[src/rtl/dqnp_pkg.sv]
package dqnp_pkg;

  // Parser phases
  localparam logic [2:0] PH_HEADER = 3'd0;
  localparam logic [2:0] PH_LENGTH = 3'd1;
  localparam logic [2:0] PH_BODY   = 3'd2;
  localparam logic [2:0] PH_TAIL   = 3'd3;
  localparam logic [2:0] PH_IGNORE = 3'd4;

  // Verdict status codes
  localparam logic [2:0] ST_OK         = 3'd0;
  localparam logic [2:0] ST_SHORT      = 3'd1;
  localparam logic [2:0] ST_NOQ        = 3'd2;
  localparam logic [2:0] ST_PTR        = 3'd3;
  localparam logic [2:0] ST_INCOMPLETE = 3'd4;

  // Result kinds
  localparam logic KIND_CHAR    = 1'b0;
  localparam logic KIND_VERDICT = 1'b1;

  // Protocol constants
  localparam logic [3:0] HDR_LAST_IDX = 4'd11;
  localparam logic [3:0] HDR_QD_HI    = 4'd4;
  localparam logic [3:0] HDR_QD_LO    = 4'd5;
  localparam logic [7:0] PTR_MASK     = 8'hC0;
  localparam logic [2:0] TAIL_BYTES   = 3'd4;
  localparam logic [7:0] DOT_CHAR     = 8'h2E;

  typedef struct packed {
    logic        kind;
    logic [7:0]  name_char;
    logic [2:0]  status;
    logic [15:0] rr_type;
    logic [7:0]  name_length;
  } dqnp_result_t;

endpackage

[src/rtl/dqnp_if.sv]
// Byte input channel
interface dqnp_in_if;
  logic       valid;
  logic       ready;
  logic [7:0] data_byte;
  logic       last_byte;

  modport source (output valid, output data_byte, output last_byte, input ready);
  modport sink (input valid, input data_byte, input last_byte, output ready);
endinterface

// Result output channel
interface dqnp_out_if;
  logic        valid;
  logic        ready;
  logic        kind;
  logic [7:0]  name_char;
  logic [2:0]  status;
  logic [15:0] rr_type;
  logic [7:0]  name_length;

  modport source (output valid, output kind, output name_char, output status,
                  output rr_type, output name_length, input ready);
  modport sink (input valid, input kind, input name_char, input status,
                input rr_type, input name_length, output ready);
endinterface

[src/rtl/dqnp_parser.sv]
module dqnp_parser import dqnp_pkg::*; #(
  parameter int NAME_CAPACITY = 256
) (
  input  logic         clk_i,
  input  logic         rst_ni,
  input  logic         step_i,
  input  logic [7:0]   data_byte_i,
  input  logic         last_byte_i,
  output logic         emit_o,
  output dqnp_result_t result_o
);

  localparam logic [8:0] NameLimit = 9'(NAME_CAPACITY - 1);

  logic [2:0]  phase_q, phase_d;
  logic [3:0]  hdr_idx_q, hdr_idx_d;
  logic [7:0]  count_high_q, count_high_d;
  logic [7:0]  label_rem_q, label_rem_d;
  logic [7:0]  name_count_q, name_count_d;
  logic [2:0]  tail_idx_q, tail_idx_d;
  logic [15:0] type_q, type_d;
  logic [2:0]  err_q, err_d;
  logic        room;
  logic [2:0]  verdict;

  assign room = {1'b0, name_count_q} < NameLimit;

  // Per-byte state update and result selection
  always_comb begin
    phase_d      = phase_q;
    hdr_idx_d    = hdr_idx_q;
    count_high_d = count_high_q;
    label_rem_d  = label_rem_q;
    name_count_d = name_count_q;
    tail_idx_d   = tail_idx_q;
    type_d       = type_q;
    err_d        = err_q;
    emit_o       = 1'b0;
    result_o     = '0;
    verdict      = ST_OK;

    case (phase_q)
      PH_HEADER: begin
        if (hdr_idx_q == HDR_QD_HI) begin
          count_high_d = data_byte_i;
        end else if (hdr_idx_q == HDR_QD_LO) begin
          count_high_d = count_high_q | data_byte_i;
        end
        if (hdr_idx_q >= HDR_LAST_IDX) begin
          if (count_high_q == '0) begin
            err_d   = ST_NOQ;
            phase_d = PH_IGNORE;
          end else begin
            phase_d = PH_LENGTH;
          end
        end else begin
          hdr_idx_d = hdr_idx_q + 4'd1;
        end
      end
      PH_LENGTH: begin
        if (data_byte_i == '0) begin
          phase_d    = PH_TAIL;
          tail_idx_d = '0;
        end else if ((data_byte_i & PTR_MASK) == PTR_MASK) begin
          err_d   = ST_PTR;
          phase_d = PH_IGNORE;
        end else begin
          label_rem_d = data_byte_i;
          phase_d     = PH_BODY;
          // dot between labels
          if (name_count_q != '0 && room) begin
            name_count_d       = name_count_q + 8'd1;
            emit_o             = 1'b1;
            result_o.name_char = DOT_CHAR;
          end
        end
      end
      PH_BODY: begin
        if (room) begin
          name_count_d       = name_count_q + 8'd1;
          emit_o             = 1'b1;
          result_o.name_char = data_byte_i;
        end
        label_rem_d = label_rem_q - 8'd1;
        if (label_rem_d == '0) begin
          phase_d = PH_LENGTH;
        end
      end
      PH_TAIL: begin
        if (tail_idx_q == 3'd0) begin
          type_d = {data_byte_i, 8'h00};
        end else if (tail_idx_q == 3'd1) begin
          type_d = {type_q[15:8], data_byte_i};
        end
        if (tail_idx_q < TAIL_BYTES) begin
          tail_idx_d = tail_idx_q + 3'd1;
        end
      end
      default: ;
    endcase

    // Final byte: verdict replaces any character, state back to reset
    if (last_byte_i) begin
      if (err_d != ST_OK) begin
        verdict = err_d;
      end else if (phase_d == PH_HEADER) begin
        verdict = ST_SHORT;
      end else if (phase_d == PH_TAIL && tail_idx_d >= TAIL_BYTES) begin
        verdict = ST_OK;
      end else begin
        verdict = ST_INCOMPLETE;
      end
      emit_o          = 1'b1;
      result_o        = '0;
      result_o.kind   = KIND_VERDICT;
      result_o.status = verdict;
      if (verdict == ST_OK) begin
        result_o.rr_type     = type_d;
        result_o.name_length = name_count_d;
      end
      phase_d      = PH_HEADER;
      hdr_idx_d    = '0;
      count_high_d = '0;
      label_rem_d  = '0;
      name_count_d = '0;
      tail_idx_d   = '0;
      type_d       = '0;
      err_d        = ST_OK;
    end
  end

  // Parser state
  always_ff @(posedge clk_i or negedge rst_ni) begin
    if (!rst_ni) begin
      phase_q      <= PH_HEADER;
      hdr_idx_q    <= '0;
      count_high_q <= '0;
      label_rem_q  <= '0;
      name_count_q <= '0;
      tail_idx_q   <= '0;
      type_q       <= '0;
      err_q        <= ST_OK;
    end else if (step_i) begin
      phase_q      <= phase_d;
      hdr_idx_q    <= hdr_idx_d;
      count_high_q <= count_high_d;
      label_rem_q  <= label_rem_d;
      name_count_q <= name_count_d;
      tail_idx_q   <= tail_idx_d;
      type_q       <= type_d;
      err_q        <= err_d;
    end
  end

  // A final byte always leaves the parser in its reset state
  assert property (@(posedge clk_i) disable iff (!rst_ni)
    step_i && last_byte_i |=> phase_q == PH_HEADER && name_count_q == '0 && err_q == ST_OK)
    else $error("parser state not cleared after final byte");

  // Kept name never exceeds the capacity limit
  assert property (@(posedge clk_i) disable iff (!rst_ni)
    {1'b0, name_count_q} <= NameLimit)
    else $error("name count beyond capacity");

  // A character result only comes with a body or length byte while there is room
  assert property (@(posedge clk_i) disable iff (!rst_ni)
    emit_o && !last_byte_i |-> (phase_q == PH_BODY || phase_q == PH_LENGTH) && room)
    else $error("character emitted outside name walk");

endmodule

[src/rtl/dqnp_out_stage.sv]
module dqnp_out_stage import dqnp_pkg::*; (
  input  logic         clk_i,
  input  logic         rst_ni,
  input  logic         load_i,
  input  dqnp_result_t result_i,
  input  logic         ready_i,
  output logic         free_o,
  output logic         valid_o,
  output dqnp_result_t result_o
);

  logic         valid_q;
  dqnp_result_t data_q;

  // Register may take a new result when empty or being drained
  assign free_o   = !valid_q || ready_i;
  assign valid_o  = valid_q;
  assign result_o = data_q;

  always_ff @(posedge clk_i or negedge rst_ni) begin
    if (!rst_ni) begin
      valid_q <= 1'b0;
    end else if (free_o) begin
      valid_q <= load_i;
    end
  end

  always_ff @(posedge clk_i) begin
    if (free_o && load_i) begin
      data_q <= result_i;
    end
  end

endmodule

[src/rtl/dns_query_name_parser_top.sv]
// A result passes through the input register and then the output register on its way out.
// Throughput: one byte per cycle while the output is not backpressured; the parser state updates once per byte.
// Backpressure on the output stalls the input register and the parser in step.
// Reset (rst_ni, asynchronous, active low) empties both registers and returns
// the parser to the header phase with all counters cleared.
module dns_query_name_parser_top import dqnp_pkg::*; #(
  parameter int NAME_CAPACITY = 256
) (
  input  logic        clk_i,
  input  logic        rst_ni,
  dqnp_in_if.sink     in_i,
  dqnp_out_if.source  out_o
);

  logic         in_valid_q;
  logic [7:0]   in_byte_q;
  logic         in_last_q;
  logic         pipe_free;
  logic         step;
  logic         emit;
  dqnp_result_t result;
  dqnp_result_t out_result;

  assign in_i.ready = !in_valid_q || pipe_free;
  assign step       = in_valid_q && pipe_free;

  // Input register
  always_ff @(posedge clk_i or negedge rst_ni) begin
    if (!rst_ni) begin
      in_valid_q <= 1'b0;
    end else if (in_i.ready) begin
      in_valid_q <= in_i.valid;
    end
  end

  always_ff @(posedge clk_i) begin
    if (in_i.ready && in_i.valid) begin
      in_byte_q <= in_i.data_byte;
      in_last_q <= in_i.last_byte;
    end
  end

  dqnp_parser #(
    .NAME_CAPACITY(NAME_CAPACITY)
  ) u_parser (
    .clk_i       (clk_i),
    .rst_ni      (rst_ni),
    .step_i      (step),
    .data_byte_i (in_byte_q),
    .last_byte_i (in_last_q),
    .emit_o      (emit),
    .result_o    (result)
  );

  dqnp_out_stage u_out (
    .clk_i    (clk_i),
    .rst_ni   (rst_ni),
    .load_i   (step && emit),
    .result_i (result),
    .ready_i  (out_o.ready),
    .free_o   (pipe_free),
    .valid_o  (out_o.valid),
    .result_o (out_result)
  );

  assign out_o.kind        = out_result.kind;
  assign out_o.name_char   = out_result.name_char;
  assign out_o.status      = out_result.status;
  assign out_o.rr_type     = out_result.rr_type;
  assign out_o.name_length = out_result.name_length;

endmodule

[src/flat_wrapper.sv]
// flat-port wrapper written by rule: the top's interface ports become plain ports
module dns_query_name_parser_top_flat import dqnp_pkg::*;
#(
  parameter int NAME_CAPACITY = 256
)
  (clk_i, rst_ni, in_i_valid, in_i_data_byte, in_i_last_byte, in_i_ready, out_o_valid, out_o_kind, out_o_name_char, out_o_status, out_o_rr_type, out_o_name_length, out_o_ready);
  dqnp_in_if in_i_i ();
  dqnp_out_if out_o_i ();
  input  logic clk_i;
  input  logic rst_ni;
  input wire logic [$bits(in_i_i.valid)-1:0] in_i_valid;
  input wire logic [$bits(in_i_i.data_byte)-1:0] in_i_data_byte;
  input wire logic [$bits(in_i_i.last_byte)-1:0] in_i_last_byte;
  output wire logic [$bits(in_i_i.ready)-1:0] in_i_ready;
  output wire logic [$bits(out_o_i.valid)-1:0] out_o_valid;
  output wire logic [$bits(out_o_i.kind)-1:0] out_o_kind;
  output wire logic [$bits(out_o_i.name_char)-1:0] out_o_name_char;
  output wire logic [$bits(out_o_i.status)-1:0] out_o_status;
  output wire logic [$bits(out_o_i.rr_type)-1:0] out_o_rr_type;
  output wire logic [$bits(out_o_i.name_length)-1:0] out_o_name_length;
  input wire logic [$bits(out_o_i.ready)-1:0] out_o_ready;
  assign in_i_i.valid = in_i_valid;
  assign in_i_i.data_byte = in_i_data_byte;
  assign in_i_i.last_byte = in_i_last_byte;
  assign in_i_ready = in_i_i.ready;
  assign out_o_valid = out_o_i.valid;
  assign out_o_kind = out_o_i.kind;
  assign out_o_name_char = out_o_i.name_char;
  assign out_o_status = out_o_i.status;
  assign out_o_rr_type = out_o_i.rr_type;
  assign out_o_name_length = out_o_i.name_length;
  assign out_o_i.ready = out_o_ready;
  dns_query_name_parser_top #(.NAME_CAPACITY(NAME_CAPACITY)) u_core (.clk_i(clk_i), .rst_ni(rst_ni), .in_i(in_i_i), .out_o(out_o_i));
endmodule
[config.mk]
export PLATFORM = sky130hd
export DESIGN_NAME = dns_query_name_parser_top_flat
export DESIGN_NICKNAME = d
export VERILOG_FILES = /design/src/rtl/dqnp_pkg.sv /design/src/rtl/dqnp_if.sv /design/src/rtl/dqnp_parser.sv /design/src/rtl/dqnp_out_stage.sv /design/src/rtl/dns_query_name_parser_top.sv /design/src/flat_wrapper.sv
export SDC_FILE = /design/constraint.sdc
export NUM_CORES = 1
export LEC_CHECK = 0
export BUFFER_PORTS_ARGS = -buffer_cell sky130_fd_sc_hd__buf_2
export CAP_MARGIN = 20
export CORE_MARGIN = 2
export CORE_UTILIZATION = 35
export CTS_BUF_LIST = sky130_fd_sc_hd__clkbuf_16
export CTS_CLUSTER_DIAMETER = 80
export DETAILED_ROUTE_END_ITERATION = 16
export HOLD_SLACK_MARGIN = 0.03
export PLACE_DENSITY = 0.59
export SETUP_SLACK_MARGIN = 0.15
export SYNTH_ARGS = -nofsm -noshare
export SYNTH_HDL_FRONTEND = slang
export SYNTH_SLANG_ARGS = --single-unit
[constraint.sdc]
create_clock -name clk_i -period 2.5 [get_ports clk_i]
set_input_delay 0.25 -clock clk_i [delete_from_list [all_inputs] [get_ports clk_i]]
set_output_delay 0.25 -clock clk_i [all_outputs]
set_load 0.02 [all_outputs]
==> run_results.csv <==
group,metric,value,unit
power_and_ir_drop,p_leak,2.32,nW
cts,worstSkewPairLatency,360,ps
global_routing,grt_max_degree,37,
detailed_routing,wl_per_cell,16.4,um
synthesis,ys_seq_area_frac,0.569,
cts,tritoncts,"done",
critical_path,crit_path_max_fanout,36,
critical_path,worstReg2RegStart,"u_core.u_parser.phase_q[1]",
cts,clk_pin_slew,70,ps
synthesis,ys.warnings.count,0,
cts,numCtsBuffers,9,
finish,final_util,0.427,
cts,root_buffer,"clkbuf_16",
floorplanning,die_area,0.0146,mm^2
detailed_routing,viasPerCell,5.28,
synthesis,async_flop_share,0.550,
synthesis,synth_flop_cell,"dfrtp_1",
floorplanning,die_h,121,um
detailed_routing,wirelength,11500,um
hold_path,holdPathEnd,"u_core.in_last_q",
synthesis,syn_area,0.00479,mm^2
timing,drv_slew,0,
hold_path,hp-class,"input port to register",
cts,cts_num_sinks,100,
global_routing,grt_pass1_vias,3646,
timing,timing.final.ws_setup,296,ps
place,gp_congestion,0.845,
timing,rsz0062_at_grt,"false",
global_routing,globalRoute.totalOverflow,0,
timing,period_minus_slack,2200,ps
run_status,status,"finished clean",
critical_path,criticalPathCategory,"register to register",
timing,relSlewSlack,0.530,
synthesis,ys_ff_latch,100,
power_and_ir_drop,p_per_area,635,mW/mm^2
hold_path,holdPathStages,1,
finish,num_antenna_cells,0,
critical_path,endpoint_kind,"register",
timing,hold_viol_final,0,
critical_path,critPathArrivalTime,2250,ps
place,hpwl,8120,um
timing,setup_viol,0,
detailed_routing,drt_iter0_markers,297,
cts,htreeDepth,3,
place,port_buffers,50,
finish,drive_gt1_frac,0.206,
detailed_routing,ant_nets,0,
global_routing,track_usage,0.168,
timing,finalCritPeriodShare,0.882,
power_and_ir_drop,irDropWorstVdd,0.000271,V
hold_path,hold_start,"in_i_last_byte",
critical_path,slowest_delay,500,ps
critical_path,crit_chain,"or3b_2 -> a41oi_1 -> nor2_1 -> a21o_1 -> clkinvlp_4 -> buf_12",
critical_path,ff2ff_setup_slack,300,ps
detailed_routing,vias,3698,
global_routing,antenna_found_initial,0,
timing,skew,7.27,ps
place,post-place-ws,300,ps
critical_path,crit_start,"u_core.u_parser.phase_q[1]",
timing,fmax,454,MHz
cts,clockBufferDepth,2,
critical_path,reg2reg_to,"u_core.u_out.result_o[15]",
detailed_routing,drc,0,
synthesis,yosysUniqueCellTypes,61,
floorplanning,core,0.0133,mm^2
critical_path,slowest_stage,"or3b_2",
synthesis,synth_edf_count,45,
job,cap_violations,0,
critical_path,cp-start-kind,"register",
timing,worst_pin_slew,705,ps
finish,fin_nets,542,
timing,hold-worst-slack,65.3,ps
synthesis,synth_nets,476,
global_routing,grt_pass1_wl,18900,um
cts,cts_setup_buffers,0,
floorplanning,rows,42,
synthesis,netlist_instances,453,
synthesis,syn_area_per_cell,10.6,um^2
critical_path,worst_ep_required_time,2550,ps
floorplanning,dieWidth,121,um
floorplanning,start_util,0.360,
critical_path,r2r_cells,6,
detailed_routing,firstDrtPassIters,4,
floorplanning,num_io_pins,51,
finish,syn_to_final_growth,18.4,%
critical path, delay by kind of cell (launching register included):
family / cells / cell delay, ps
buffers and inverters: 2 / 310
flip-flops: 1 / 490
AND/OR/NAND/NOR: 2 / 570
AO/OA/AOI/OAI: 2 / 500
worst max path at each step:
stage	end	slack, ps	cells after the start
2_1_floorplan	u_core.u_out.result_o[0]	-90	5
5_1_grt	u_core.u_out.result_o[15]	170	6
6_report	u_core.u_out.result_o[15]	300	6
4_1_cts	u_core.u_out.result_o[14]	300	6
3_5_place_dp	u_core.u_out.result_o[15]	300	6
3_3_place_gp	u_core.u_out.result_o[14]	360	6
synthesized netlist by cell type, types with 2 or more instances:
| master | n | area [um^2] |
|---|---|---|
| clkbuf_1 | 15 | 56.3 |
| nor3_1 | 13 | 65.1 |
| a32o_1 | 2 | 20.0 |
| a22oi_1 | 2 | 15.0 |
| inv_1 | 12 | 45.0 |
| a21o_1 | 3 | 22.5 |
| o21ai_1 | 3 | 15.0 |
| nand4_1 | 4 | 25.0 |
| nand2_1 | 67 | 251 |
| nor4_1 | 4 | 25.0 |
| o211a_1 | 2 | 20.0 |
| a22o_1 | 25 | 219 |
| a221o_1 | 3 | 30.0 |
| a21oi_2 | 2 | 17.5 |
| nand3_1 | 6 | 30.0 |
| o21ai_0 | 21 | 105 |
| nor2_1 | 43 | 161 |
| a21oi_1 | 33 | 165 |
| nand2b_1 | 3 | 18.8 |
| dfrtp_1 | 55 | 1380 |
| o21a_1 | 6 | 45.0 |
| and3_1 | 2 | 12.5 |
| or4_4 | 2 | 22.5 |
| o31ai_1 | 4 | 30.0 |
| xnor2_1 | 3 | 26.3 |
| ha_1 | 10 | 125 |
| nor2b_1 | 5 | 31.3 |
| buf_2 | 7 | 35.0 |
| and2_1 | 11 | 68.8 |
| nand3b_1 | 3 | 22.5 |
| a31oi_1 | 5 | 31.3 |
| edfxtp_1 | 45 | 1350 |
| nor4b_1 | 2 | 17.5 |
| a211oi_1 | 3 | 22.5 |
state kept, by name, indices dropped and copies added, names as in the netlist:
name and flops:
u_core.u_parser.err_q 3, u_core.in_byte_q 8, u_core.u_out.result_o 36, u_core.u_parser.label_rem_q 8
u_core.u_out.valid_o 1, u_core.u_parser.tail_idx_q 3, u_core.u_parser.name_count_q 8, u_core.in_last_q 1
u_core.u_parser.count_high_q 8, u_core.in_valid_q 1, u_core.u_parser.phase_q 3, u_core.u_parser.type_q 16
u_core.u_parser.hdr_idx_q 4
metal layers:
| metal | up-vias | share of wire | GRT usage |
|---|---|---|---|
| met2 | 114 | 0.47 | 0.269 |
| met4 | 0 | 0.024 | 0.0705 |
| li1 | 1791 | - | - |
| met3 | 19 | 0.062 | 0.0268 |
| met1 | 1774 | 0.44 | 0.228 |
| met5 | - | 0 | 0 |
logic make-up (layout without fill, tap and decap cells):
logic type / count (synthesis) / in the layout / synth area share
AND/OR/NAND/NOR: 178 / 178 / 0.185
AO/OA/AOI/OAI: 125 / 125 / 0.180
flip-flops: 100 / 100 / 0.569
buffers and inverters: 36 / 107 / 0.0316
adder cells (fa/ha/maj): 10 / 10 / 0.0261
XOR/XNOR: 3 / 3 / 0.00549
multiplexers: 1 / 1 / 0.00209
cell usage in the layout (no fill, tap or decap), drive strengths merged, types with 3 or more instances in the layout:
cell and n:
nand3b 3, dfrtp 55, edfxtp 45, nand3 6
nand2b 3, buf 78, a21o 3, inv 13
nand2 68, xnor2 3, a211oi 4, o31ai 5
nor3 15, nor4 4, o21a 6, clkinv 4
a22o 25, ha 10, nor2b 5, or4 3
clkbuf 9, o21ai 25, a31oi 5, nor2 43
a221o 3, and2 11, a21oi 35, nand4 5
where the power goes:
part | internal (mW) | switching, mW | total [mW]
clock network | 0.680 | 0.627 | 1.31
registers | 1.81 | 0.0629 | 1.87
logic | 0.152 | 0.271 | 0.424
total | 2.64 | 0.961 | 3.60
area by class of cell:
class | instances | area [um^2]
Tap cell | 176 | 220
Multi-Input combinational cell | 317 | 1920
Clock inverter | 7 | 51.3
Inverter | 12 | 48.8
Clock buffer | 9 | 225
Fill cell | 1276 | 7620
Timing Repair Buffer | 79 | 483
Sequential cell | 100 | 2730
per-stage QoR:
step                      total power, mW  std cells  area (um^2)  setup TNS [ps]
after floorplan                      2.17        453         4790           -3180
after global placement               2.31        683         5380               0
after detailed placement             2.33        683         5380               0
after CTS                            3.65        700         5670               0
after global routing                 3.76        700         5670               0
final                                3.60        700         5670               0
timing repair:
item,CTS,global route
hold endpoints to repair,25,0
resized for setup,0,1
endpoints found under the setup margin,0,3
hold buffers,1,0
Power figures use the tool's default switching activity.
